--- src/hw/rtl/dxf_pkg.sv ---
package dxf_pkg;

    localparam int unsigned WordW = 80;

    localparam logic [14:0] ExtExpMax  = 15'd32767;
    localparam logic [10:0] DblExpMax  = 11'h7FF;
    localparam logic [63:0] TopBit     = 64'h8000_0000_0000_0000;
    localparam logic [14:0] ExtSubBase = 15'd15372;  // 16383 - 1074 + 63
    localparam logic [14:0] ExtNrmOfs  = 15'd15360;  // 16383 - 1023

    localparam logic REQ_TO_EXT = 1'b0;
    localparam logic REQ_TO_DBL = 1'b1;

    // per-byte nonzero flags and leading-zero counts
    typedef struct packed {
        logic [7:0]      nz;
        logic [7:0][2:0] lz8;
    } grp_lz_t;

endpackage

--- src/hw/rtl/double_extended_float_converter_core.sv ---
// Double <-> 80-bit extended float converter.
// Input channel s_axis: tuser = req_type (0 double->extended, 1 extended->double),
// tdata = operand_bits [63:0], operand_sign_exp [79:64].
// Output channel m_axis: tdata = result_bits [63:0], result_sign_exp [79:64].
// One result word per input word, in order.
// Each word passes the capture, byte-count, merge, normalize and output registers.
// Throughput: one word per cycle while the receiver does not stall; the byte-wise
// leading-zero count, its merge, the normalizing shift and the rounding each take one register stage.
// Reset clears all stage valid bits; the block accepts words right after reset.
// When the receiver stalls, the whole pipeline holds and s_axis_tready drops;
// no word is lost or repeated. s_axis_tready is high whenever the output
// register is empty or being taken.
module double_extended_float_converter_core
(
    input  logic                        clk,
    input  logic                        rst_n,
    input  logic                        s_axis_tvalid,
    output logic                        s_axis_tready,
    input  logic [dxf_pkg::WordW-1:0]   s_axis_tdata,  // operand_bits, operand_sign_exp
    input  logic                        s_axis_tuser,  // req_type
    output logic                        m_axis_tvalid,
    input  logic                        m_axis_tready,
    output logic [dxf_pkg::WordW-1:0]   m_axis_tdata   // result_bits, result_sign_exp
);
    import dxf_pkg::*;

    logic en;
    logic [4:0] vld_reg, vld_next;

    // stage 1: captured input
    logic        s1_type_reg;
    logic [63:0] s1_bits_reg;
    logic [15:0] s1_se_reg;

    // stage 2: byte counts
    logic        s2_type_reg;
    logic [63:0] s2_bits_reg, s2_val_reg;
    logic [15:0] s2_se_reg;
    grp_lz_t     s2_grp_reg, s2_grp_next;
    logic [63:0] s2_val_next;

    // stage 3: full count
    logic        s3_type_reg;
    logic [63:0] s3_bits_reg, s3_val_reg;
    logic [15:0] s3_se_reg;
    logic [5:0]  s3_lz_reg, s3_lz_next;
    logic        s3_zero_reg, s3_zero_next;

    // stage 4: normalized
    logic        s4_type_reg;
    logic [63:0] s4_bits_reg, s4_mn_reg, s4_mn_next;
    logic [14:0] s4_exp0_reg, s4_exp0_next;
    logic        s4_sign_reg;
    logic        s4_inf_reg, s4_inf_next;
    logic        s4_zero_reg;
    logic        s4_nrm_reg, s4_nrm_next;
    logic        s4_flush_reg, s4_flush_next;
    logic [6:0]  s4_sh_reg, s4_sh_next;
    logic [10:0] s4_eb_reg, s4_eb_next;
    logic signed [17:0] ue;
    logic signed [17:0] dsub;

    // output
    logic [63:0] out_bits_reg, out_bits_next;
    logic [15:0] out_se_reg, out_se_next;
    logic [63:0] sig;
    logic [63:0] dbits;
    logic [10:0] e0;
    logic [51:0] f0;

    assign en            = !vld_reg[4] || m_axis_tready;
    assign s_axis_tready = en;
    assign m_axis_tvalid = vld_reg[4];
    assign m_axis_tdata  = {out_se_reg, out_bits_reg};

    // valid bits advance with the data
    always_comb
    begin
        vld_next = {vld_reg[3:0], s_axis_tvalid};
    end

    always_ff @(posedge clk or negedge rst_n)
    begin
        if (!rst_n)
        begin
            vld_reg <= '0;
        end
        else if (en)
        begin
            vld_reg <= vld_next;
        end
    end

    // stage 2 logic: operand to count, per-byte counts
    assign s2_val_next = (s1_type_reg == REQ_TO_DBL) ? s1_bits_reg
                                                      : {12'd0, s1_bits_reg[51:0]};

    dxf_lzc_group u_lzc
    (
        .val (s2_val_next),
        .grp (s2_grp_next)
    );

    // stage 3 logic: merge byte counts
    always_comb
    begin
        s3_lz_next   = '0;
        s3_zero_next = 1'b1;
        for (int g = 0; g < 8; g++)
        begin
            if (s2_grp_reg.nz[g])
            begin
                s3_lz_next   = {3'(7 - g), s2_grp_reg.lz8[g]};
                s3_zero_next = 1'b0;
            end
        end
    end

    // stage 4 logic: normalize and find exponent and shift
    always_comb
    begin
        s4_mn_next    = s3_val_reg << s3_lz_reg;
        s4_exp0_next  = ExtSubBase - {9'd0, s3_lz_reg};
        ue            = $signed({3'd0, s3_se_reg[14:0]}) - $signed({12'd0, s3_lz_reg})
                        - 18'sd16383;
        s4_inf_next   = (s3_se_reg[14:0] == ExtExpMax) ||
                        (!s3_zero_reg && (ue > 18'sd1023));
        s4_nrm_next   = (ue >= -18'sd1022);
        dsub          = -18'sd1022 - ue;
        s4_flush_next = !s4_nrm_next && (dsub > 18'sd53);
        s4_sh_next    = s4_nrm_next ? 7'd11 : 7'(dsub[5:0] + 7'd11);
        s4_eb_next    = 11'(ue + 18'sd1022);
    end

    // stage 5 logic: round and pack
    dxf_round u_round
    (
        .mn    (s4_mn_reg),
        .shamt (s4_sh_reg),
        .flush (s4_flush_reg),
        .sig   (sig)
    );

    always_comb
    begin
        e0    = s4_bits_reg[62:52];
        f0    = s4_bits_reg[51:0];
        dbits = {1'b0, s4_eb_reg, 52'd0} + sig;
        out_bits_next = '0;
        out_se_next   = '0;
        unique case (s4_type_reg)
            REQ_TO_EXT:
            begin
                if (e0 == 11'd0 && f0 == 52'd0)
                begin
                    out_bits_next = '0;
                    out_se_next   = '0;
                end
                else if (e0 == DblExpMax)
                begin
                    if (f0 == 52'd0)
                    begin
                        out_bits_next = '0;
                        out_se_next   = {s4_bits_reg[63], ExtExpMax};
                    end
                    else
                    begin
                        out_bits_next = TopBit;
                        out_se_next   = {1'b0, ExtExpMax};
                    end
                end
                else if (e0 == 11'd0)
                begin
                    out_bits_next = s4_mn_reg;
                    out_se_next   = {s4_bits_reg[63], s4_exp0_reg};
                end
                else
                begin
                    out_bits_next = TopBit | {f0, 11'd0};
                    out_se_next   = {s4_bits_reg[63], 4'd0, e0} + {1'b0, ExtNrmOfs};
                end
            end
            REQ_TO_DBL:
            begin
                out_se_next = '0;
                if (s4_inf_reg)
                begin
                    out_bits_next = {s4_sign_reg, DblExpMax, 52'd0};
                end
                else if (s4_zero_reg)
                begin
                    out_bits_next = {s4_sign_reg, 63'd0};
                end
                else if (s4_nrm_reg)
                begin
                    if (dbits[62:52] == DblExpMax)
                    begin
                        out_bits_next = {s4_sign_reg, DblExpMax, 52'd0};
                    end
                    else
                    begin
                        out_bits_next = {s4_sign_reg, dbits[62:0]};
                    end
                end
                else
                begin
                    out_bits_next = {s4_sign_reg, sig[62:0]};
                end
            end
            default:
            begin
                out_bits_next = '0;
            end
        endcase
    end

    // payload stage registers
    always_ff @(posedge clk)
    begin
        if (en)
        begin
            s1_type_reg  <= s_axis_tuser;
            s1_bits_reg  <= s_axis_tdata[63:0];
            s1_se_reg    <= s_axis_tdata[79:64];

            s2_type_reg  <= s1_type_reg;
            s2_bits_reg  <= s1_bits_reg;
            s2_se_reg    <= s1_se_reg;
            s2_val_reg   <= s2_val_next;
            s2_grp_reg   <= s2_grp_next;

            s3_type_reg  <= s2_type_reg;
            s3_bits_reg  <= s2_bits_reg;
            s3_se_reg    <= s2_se_reg;
            s3_val_reg   <= s2_val_reg;
            s3_lz_reg    <= s3_lz_next;
            s3_zero_reg  <= s3_zero_next;

            s4_type_reg  <= s3_type_reg;
            s4_bits_reg  <= s3_bits_reg;
            s4_sign_reg  <= s3_se_reg[15];
            s4_mn_reg    <= s4_mn_next;
            s4_exp0_reg  <= s4_exp0_next;
            s4_inf_reg   <= s4_inf_next;
            s4_zero_reg  <= s3_zero_reg;
            s4_nrm_reg   <= s4_nrm_next;
            s4_flush_reg <= s4_flush_next;
            s4_sh_reg    <= s4_sh_next;
            s4_eb_reg    <= s4_eb_next;

            out_bits_reg <= out_bits_next;
            out_se_reg   <= out_se_next;
        end
    end
endmodule

--- src/hw/rtl/dxf_lzc_group.sv ---
module dxf_lzc_group
(
    input  logic [63:0]      val,
    output dxf_pkg::grp_lz_t grp
);
    import dxf_pkg::*;

    // leading zeros within each byte, bytes independent
    always_comb
    begin
        grp = '0;
        for (int g = 0; g < 8; g++)
        begin
            grp.nz[g]  = |val[g*8 +: 8];
            grp.lz8[g] = 3'd7;
            for (int b = 0; b < 8; b++)
            begin
                if (val[g*8 + b])
                begin
                    grp.lz8[g] = 3'(7 - b);
                end
            end
        end
    end
endmodule

--- src/hw/rtl/dxf_round.sv ---
module dxf_round
(
    input  logic [63:0] mn,
    input  logic [6:0]  shamt,
    input  logic        flush,
    output logic [63:0] sig
);
    import dxf_pkg::*;

    logic [127:0] ext;
    logic         rnd;
    logic         sticky;

    // shift right with guard/sticky, round to nearest even
    always_comb
    begin
        ext    = {mn, 64'd0} >> shamt;
        rnd    = ext[63];
        sticky = |ext[62:0];
        if (flush)
        begin
            sig = '0;
        end
        else
        begin
            sig = ext[127:64] + {63'd0, rnd & (sticky | ext[64])};
        end
    end
endmodule

--- config.mk ---
export PLATFORM = sky130hd
export DESIGN_NAME = double_extended_float_converter_core
export DESIGN_NICKNAME = d
export VERILOG_FILES = /design/src/hw/rtl/dxf_pkg.sv /design/src/hw/rtl/double_extended_float_converter_core.sv /design/src/hw/rtl/dxf_lzc_group.sv /design/src/hw/rtl/dxf_round.sv
export SDC_FILE = /design/constraint.sdc
export NUM_CORES = 1
export LEC_CHECK = 0
export BUFFER_PORTS_ARGS = -buffer_cell sky130_fd_sc_hd__buf_4
export CAP_MARGIN = 20
export CORE_MARGIN = 2
export CORE_UTILIZATION = 39
export CTS_CLUSTER_DIAMETER = 120
export DETAILED_ROUTE_END_ITERATION = 7
export PLACE_DENSITY_LB_ADDON = 0.2
export SYNTH_ARGS = -nofsm -noshare
export SYNTH_HDL_FRONTEND = slang
export SYNTH_SLANG_ARGS = --single-unit
--- constraint.sdc ---
create_clock -name clk -period 15.9 [get_ports clk]
set_input_delay 0.795 -clock clk [delete_from_list [all_inputs] [get_ports clk]]
set_output_delay 0.795 -clock clk [all_outputs]
set_load 0.03 [all_outputs]
==> metrics, run 1 <==
pin count of the biggest net entering global routing 188; Routed Antenna Nets 0; Max Transition Viols Final 0; Max-slew headroom 0.1916; first-pass GRT wire length 181,800 um; Wirelength per Cell 30.47 um; placed cell areas 35,400 um^2; Tmin final 10.19 ns; CP Data Required Time 16.24 ns; Synth Register Bits 552; post-synthesis cell count 2,890; Max-Cap Viols 0; Setup-failing EPs final 0; CTS Buffer Depth 3; Simple-Gate Fraction of Synth Area 0.1574; sum of negative setup slack 0 ns; Commonest cells post-synth 547 x edfxtp_1, 349 x nor2_1, 319 x nand2_1, 177 x mux2i_1, 121 x o21ai_0; synth-to-layout area growth 12.39%; setup bufs post-CTS 0; critical path's largest stage delay 0.85 ns; largest family of logic cells by synthesized area simple AND/OR/NAND/NOR gates; FP Rows 107; final hold vios 0; overall routing resource usage 0.2899; Synth area leaders edfxtp_1 49%, mux4_2 6.0%, mux2i_1 5.3%; CP delay by family, top compound AO/OA/AOI/OAI gates; Syn Area/Cell 11.50 um^2; hpwl dp 99,730 um; initial core utilization 0.3921; CTS tree built; adder-cell share of the synthesized area 0.01137; Routed WL 128,100 um; Worst Max-Slew Pin Slew 1.179 ns; layout cells sized above 1 0.1832; core area 84,750 um^2; ys flop type edfxtp_1; die height 295.9 um; worst hold-check path type in2reg; RSZ-0062 raised after global routing false; Post-synth EDFFs 547; Synth Area in Compound Gates 0.1175; Levels on crit path 30; number of nets in the layout 3,125; die area 87,560 um^2; final clock skew 0.05446 ns; Port Buf Inserts 166; CP Class reg2reg; Hold Path Stages 1; Remaining DRCs 0; Syn Nets 3,004; mapped cell area 33,230 um^2; post-synthesis sequential area ratio 0.4980; Ports 167; clock sink count 552; mux cell area share after synthesis 0.1493; vias in the first global route 24.53k; Synth async-reset ratio 0.009058; gr ovfl total 0; post-layout util 0.4407; Critical path buffers and inverters 3; clk slew on worst S/H paths 0.06 ns; slowest stage cell, crit path buf_4; via count 25.49k; drt via density 6.064; Hold WS 0.3008 ns; Synth warnings 0; TritonCTS Buffers 60; Final Instance Area 37,350 um^2; H-tree levels 2; crit-path most repeated cell buf_4; initial antenna violation count 8; Critical Path Fanout Max 70; routability cong. 1.019; fmax 0.09816 GHz; Synth top area share 0.4943; Initial DRT Pass Iterations 6; Unique masters post-synth 121; final period utilization 0.6407; Die X 295.9 um; top-count cell post-synth edfxtp_1; XOR/XNOR share of the synthesized area 0.03031; worst reg-to-reg path cell count 30; status complete, no violations; root buffer cell clkbuf_16; DR iter-0 viols 2,667; worst skew pair latency 0.67 ns; Worst Path Arrival 10.53 ns; area leader, netlist edfxtp_1; Setup crit end kind register; nature of the critical path startpoint register
## layer usage
layer,part of all wire,track usage,up-vias
met5,0.00016,0,-
met4,0.056,0.1376,2
met3,0.067,0.04429,270
met2,0.47,0.4762,1189
met1,0.41,0.3764,12702
li1,-,-,11331
## cell type report
class                   instances  area (um^2)
flip-flops and latches        552        16550
clock inverters                39        371.6
well taps                    1144         1431
clock buffers                  69         1535
inverters                      44        165.2
diodes                          3        7.507
fillers                      7918        47390
repair buffers                233         1784
multi-input cells            2120        15500
## worst reg2reg max path: cells and delay by family, from the launching register on
family / cells / cell delay, ns
compound gates: 14 / 4.03
fa+ha+maj: 3 / 0.97
mux: 1 / 0.27
flops: 1 / 0.32
buf+inv: 3 / 1.90
simple gates: 7 / 2.05
xor+xnor: 2 / 0.35
## metrics by stage
stage          setup slack [ns]  cells
2_1_floorplan             6.886   2890
3_3_place_gp              6.101   4091
3_5_place_dp              5.974   4091
4_1_cts                   5.909   4200
5_1_grt                   4.938   4201
6_report                  5.712   4204
## placed cells by master (no fill, tap or decap), types with 41 or more instances in the layout
| cell type | n |
|---|---|
| mux4_2 | 88 |
| mux2i_1 | 177 |
| o22ai_1 | 50 |
| nand2_1 | 319 |
| nor3_1 | 60 |
| xnor2_1 | 74 |
| xor2_1 | 41 |
| nand3_1 | 60 |
| nor2_1 | 349 |
| o21ai_0 | 121 |
| edfxtp_1 | 547 |
| nor4_1 | 48 |
| buf_4 | 230 |
| and2_1 | 43 |
| mux2_2 | 50 |
| a21oi_1 | 111 |
| clkbuf_16 | 60 |
## timing repair
item,4_1_cts,5_1_grt
endpoints found under the hold margin,5,0
setup endpoints to repair,0,0
hold buffers,1,0
gates resized for setup,0,0
## cell families (layout without fill, tap and decap cells)
| kind of cell | count (synthesis) | after routing |
|---|---|---|
| DFF | 552 | 552 |
| AOI/OAI and AO/OA | 552 | 552 |
| adders and majority gates | 29 | 29 |
| xor gates and xnor gates | 115 | 115 |
| buffers and inverters | 218 | 385 |
| and+or+nand+nor | 1083 | 1083 |
| muxes | 341 | 341 |
| other | 0 | 3 |
## final timing paths
check	from	end	slack, ns
setup / recovery	s4_sh_reg[0]	out_bits_reg[3]	5.71
hold / removal	s_axis_tdata[23]	s1_bits_reg[23]	0.30
setup reg to reg	s4_sh_reg[0]	out_bits_reg[3]	5.71
hold reg to reg	s2_bits_reg[60]	s3_bits_reg[60]	0.41
max in group asynchronous	rst_n	vld_reg[3]	15.33
min in group asynchronous	rst_n	vld_reg[0]	0.46
Power of run 1 is not shown: default switching activity piles up to over one toggle a cycle in this logic, so the estimate is an artifact.
==> run 2: changes to the inputs <==
Settings changed: ABC_AREA set to 1.
Clock period 15.9 ns to 8.8 ns, I/O delays scaled along.
==> run 2 against run 1 <==
Count of clock-buffer cells in the layout up 9; cell area down 0.64%; die area is 4.0% lower; register-to-register slack worse by 4.4 ns; first-iteration DRC count rose by 12%; hold slack worse by 0.14 ns; critical path depth rose by 5; largest cell class unchanged.
==> metrics, run 2 <==
status complete, no violations; final clock skew 0.03229 ns (-0.02216 ns); post-synthesis cell count 3,767 (+30%); most frequent cells in the layout 972 x nand2_1, 657 x nand3_1, 547 x edfxtp_1, 288 x nor2_1, 274 x inv_1; H-tree levels 3 (+1); Inst Count DP 4,838 (+18%); CP Class reg2reg; Setup-failing EPs final 0 (unchanged); FP Rows 104 (-2.8%); post-layout util 0.4593 (+0.01852); gr ovfl total 0 (unchanged); Wirelength per Cell 20.55 um (-33%); Final Instance Area 37,110 um^2 (-0.64%); clock sink count 552 (unchanged); drt via density 5.453 (-10%); RSZ-0062 raised after global routing false; CTS tree built; Port Buf Inserts 166 (unchanged); setup bufs post-CTS 0 (unchanged); fmax 0.1341 GHz (+37%); ANT cells 0 (-3); worst skew pair latency 0.64 ns (-0.03 ns); Synth warnings 0 (unchanged); Ports 167 (unchanged); TritonCTS Buffers 68 (+13%); worst setup margin 1.341 ns (-4.371 ns); Leak 15.38 nW; core area 80,810 um^2 (-4.6%); Worst Max-Slew Pin Slew 1.130 ns (-0.04930 ns); Critical Path Fanout Max 62 (-11%); Synth area leaders edfxtp_1 51%, nand2_1 11%, nand3_1 10%; Setup crit end kind register; nature of the critical path startpoint register; Die X 290.0 um (-2.0%); Max Transition Viols Final 0 (unchanged); hpwl dp 79,330 um (-20%); Synth async-reset ratio 0.009058 (unchanged); Unique masters post-synth 56 (-54%); total power 16.74 mW; final std cells w/o fill 5,040 (+20%); via count 27.48k (+7.8%); area leader, netlist edfxtp_1; layout cells sized above 1 0.09246 (-0.09072); pre-CTS setup slack 1.401 ns (-4.573 ns); vias in the first global route 26.12k (+6.5%); fillers 7,976 (+0.73%); Syn Area/Cell 8.467 um^2 (-26%); Max-slew headroom 0.2441 (+0.05257); top-count cell post-synth nand2_1; sum of negative setup slack 0 ns (unchanged); Routed Antenna Nets 0 (unchanged); initial antenna violation count 0 (-8); post-synthesis sequential area ratio 0.5189 (+0.02085); die area 84,090 um^2 (-4.0%); first-pass GRT wire length 156,500 um (-14%); slowest stage cell, crit path nand4_4; synth-to-layout area growth 16.35%; CTS Buffer Depth 3 (unchanged); CP Data Required Time 9.14 ns (-7.10 ns); Commonest cells post-synth 974 x nand2_1, 657 x nand3_1, 547 x edfxtp_1, 289 x nor2_1, 276 x inv_1; Max-Cap Viols 0 (unchanged); final period utilization 0.8476 (+0.2069); placed cell areas 33,940 um^2 (-4.1%); routability cong. 1.025 (+0.56%); ys flop type edfxtp_1; Synth Register Bits 552 (unchanged); die height 290.0 um (-2.0%); overall routing resource usage 0.2419 (-0.04796); pin count of the biggest net entering global routing 173 (-8.0%); PD cells 451.0 nW/um^2; DR iter-0 viols 2,989 (+12%); number of nets in the layout 4,045 (+29%); Post-synth EDFFs 547 (unchanged); Tmin final 7.459 ns (-2.729 ns); Hold WS 0.1571 ns (-0.1437 ns); Remaining DRCs 0 (unchanged); final hold vios 0 (unchanged); clk slew on worst S/H paths 0.06 ns (about the same); Synth top area share 0.5150 (+0.02069); Initial DRT Pass Iterations 6 (unchanged); mapped cell area 31,900 um^2 (-4.0%); worst hold-check path type in2async; initial core utilization 0.3947 (+0.002587); Routed WL 103,600 um (-19%); Syn Nets 3,881 (+29%); critical path's largest stage delay 0.72 ns (-0.13 ns); root buffer cell clkbuf_16; commonest non-fill, non-tap cell in the layout nand2_1; Peak supply drop 0.3597 mV; Worst Path Arrival 7.80 ns (-2.73 ns)
==> run 2: cell count changes in the layout (fill, tap and decap cells not counted), moves of 88 or more <==
cell,change
mux2i_1,-146
inv_1,+238
nand2_1,+653
mux4_2,-88
nand3_1,+597
o21ai_0,+95
==> run 2: what timing repair did <==
action | 4_1_cts | 5_1_grt
hold buffers | 83 | 0
endpoints found under the hold margin | 87 | 0
gates resized for setup | 0 | 0
==> run 2: cells by family after synthesis <==
group	synth area share
XOR/XNOR	0.02252
multiplexers	0.01008
AND/OR/NAND/NOR	0.2949
flip-flops	0.5189
adder cells (fa/ha/maj)	0.01185
buffers and inverters	0.06088
AO/OA/AOI/OAI	0.08092
==> run 2: area by class of cell <==
| class | instances | area (um^2) | area share |
|---|---|---|---|
| inverter | 286 | 1076 | 0.02899 |
| multi-input combinational | 2736 | 13430 | 0.3619 |
| clock buffer | 78 | 1739 | 0.04686 |
| tap | 1060 | 1326 | 0.03574 |
| sequential | 552 | 16550 | 0.4460 |
| timing repair buffer | 287 | 2387 | 0.06433 |
| clock inverter | 41 | 600.6 | 0.01618 |
==> run 2: final timing paths <==
| check | to | startpoint | cells after the start | slack [ns] |
|---|---|---|---|---|
| worst max-delay path | out_bits_reg[34] | s4_sh_reg[0] | 35 | 1.34 |
| worst min register to register | s3_bits_reg[29] | s2_bits_reg[29] | 0 | 0.41 |
| worst max register to register | out_bits_reg[34] | s4_sh_reg[0] | 35 | 1.34 |
| max in group asynchronous | vld_reg[2] | rst_n | 2 | 8.54 |
| worst min-delay path | vld_reg[4] | rst_n | 2 | 0.16 |
| min in group clk | s3_bits_reg[29] | s2_bits_reg[29] | 0 | 0.41 |
==> run 2: power by group <==
group	switching [mW]	total (mW)	internal [mW]
clock	1.18	2.90	1.72
combinational	6.41	8.92	2.51
sequential	0.624	4.92	4.29
total	8.21	16.7	8.52
==> run 2: layer usage <==
metal | part of all wire | routed length (um) | global-route usage
met5 | 0 | 0 | 0
met4 | 0.040 | 4191 | 0.1011
met3 | 0.063 | 6554 | 0.02658
met2 | 0.45 | 46880 | 0.3794
met1 | 0.44 | 45950 | 0.3414
==> run 2: critical path, delay by kind of cell, from the launching register on <==
family	cells	cell delay, ns
xor gates and xnor gates	1	0.10
AOI/OAI and AO/OA	6	0.90
and+or+nand+nor	21	4.02
adders and majority gates	3	0.87
DFF	1	0.39
buffers and inverters	4	0.77
(Power assumes the default switching activity.)
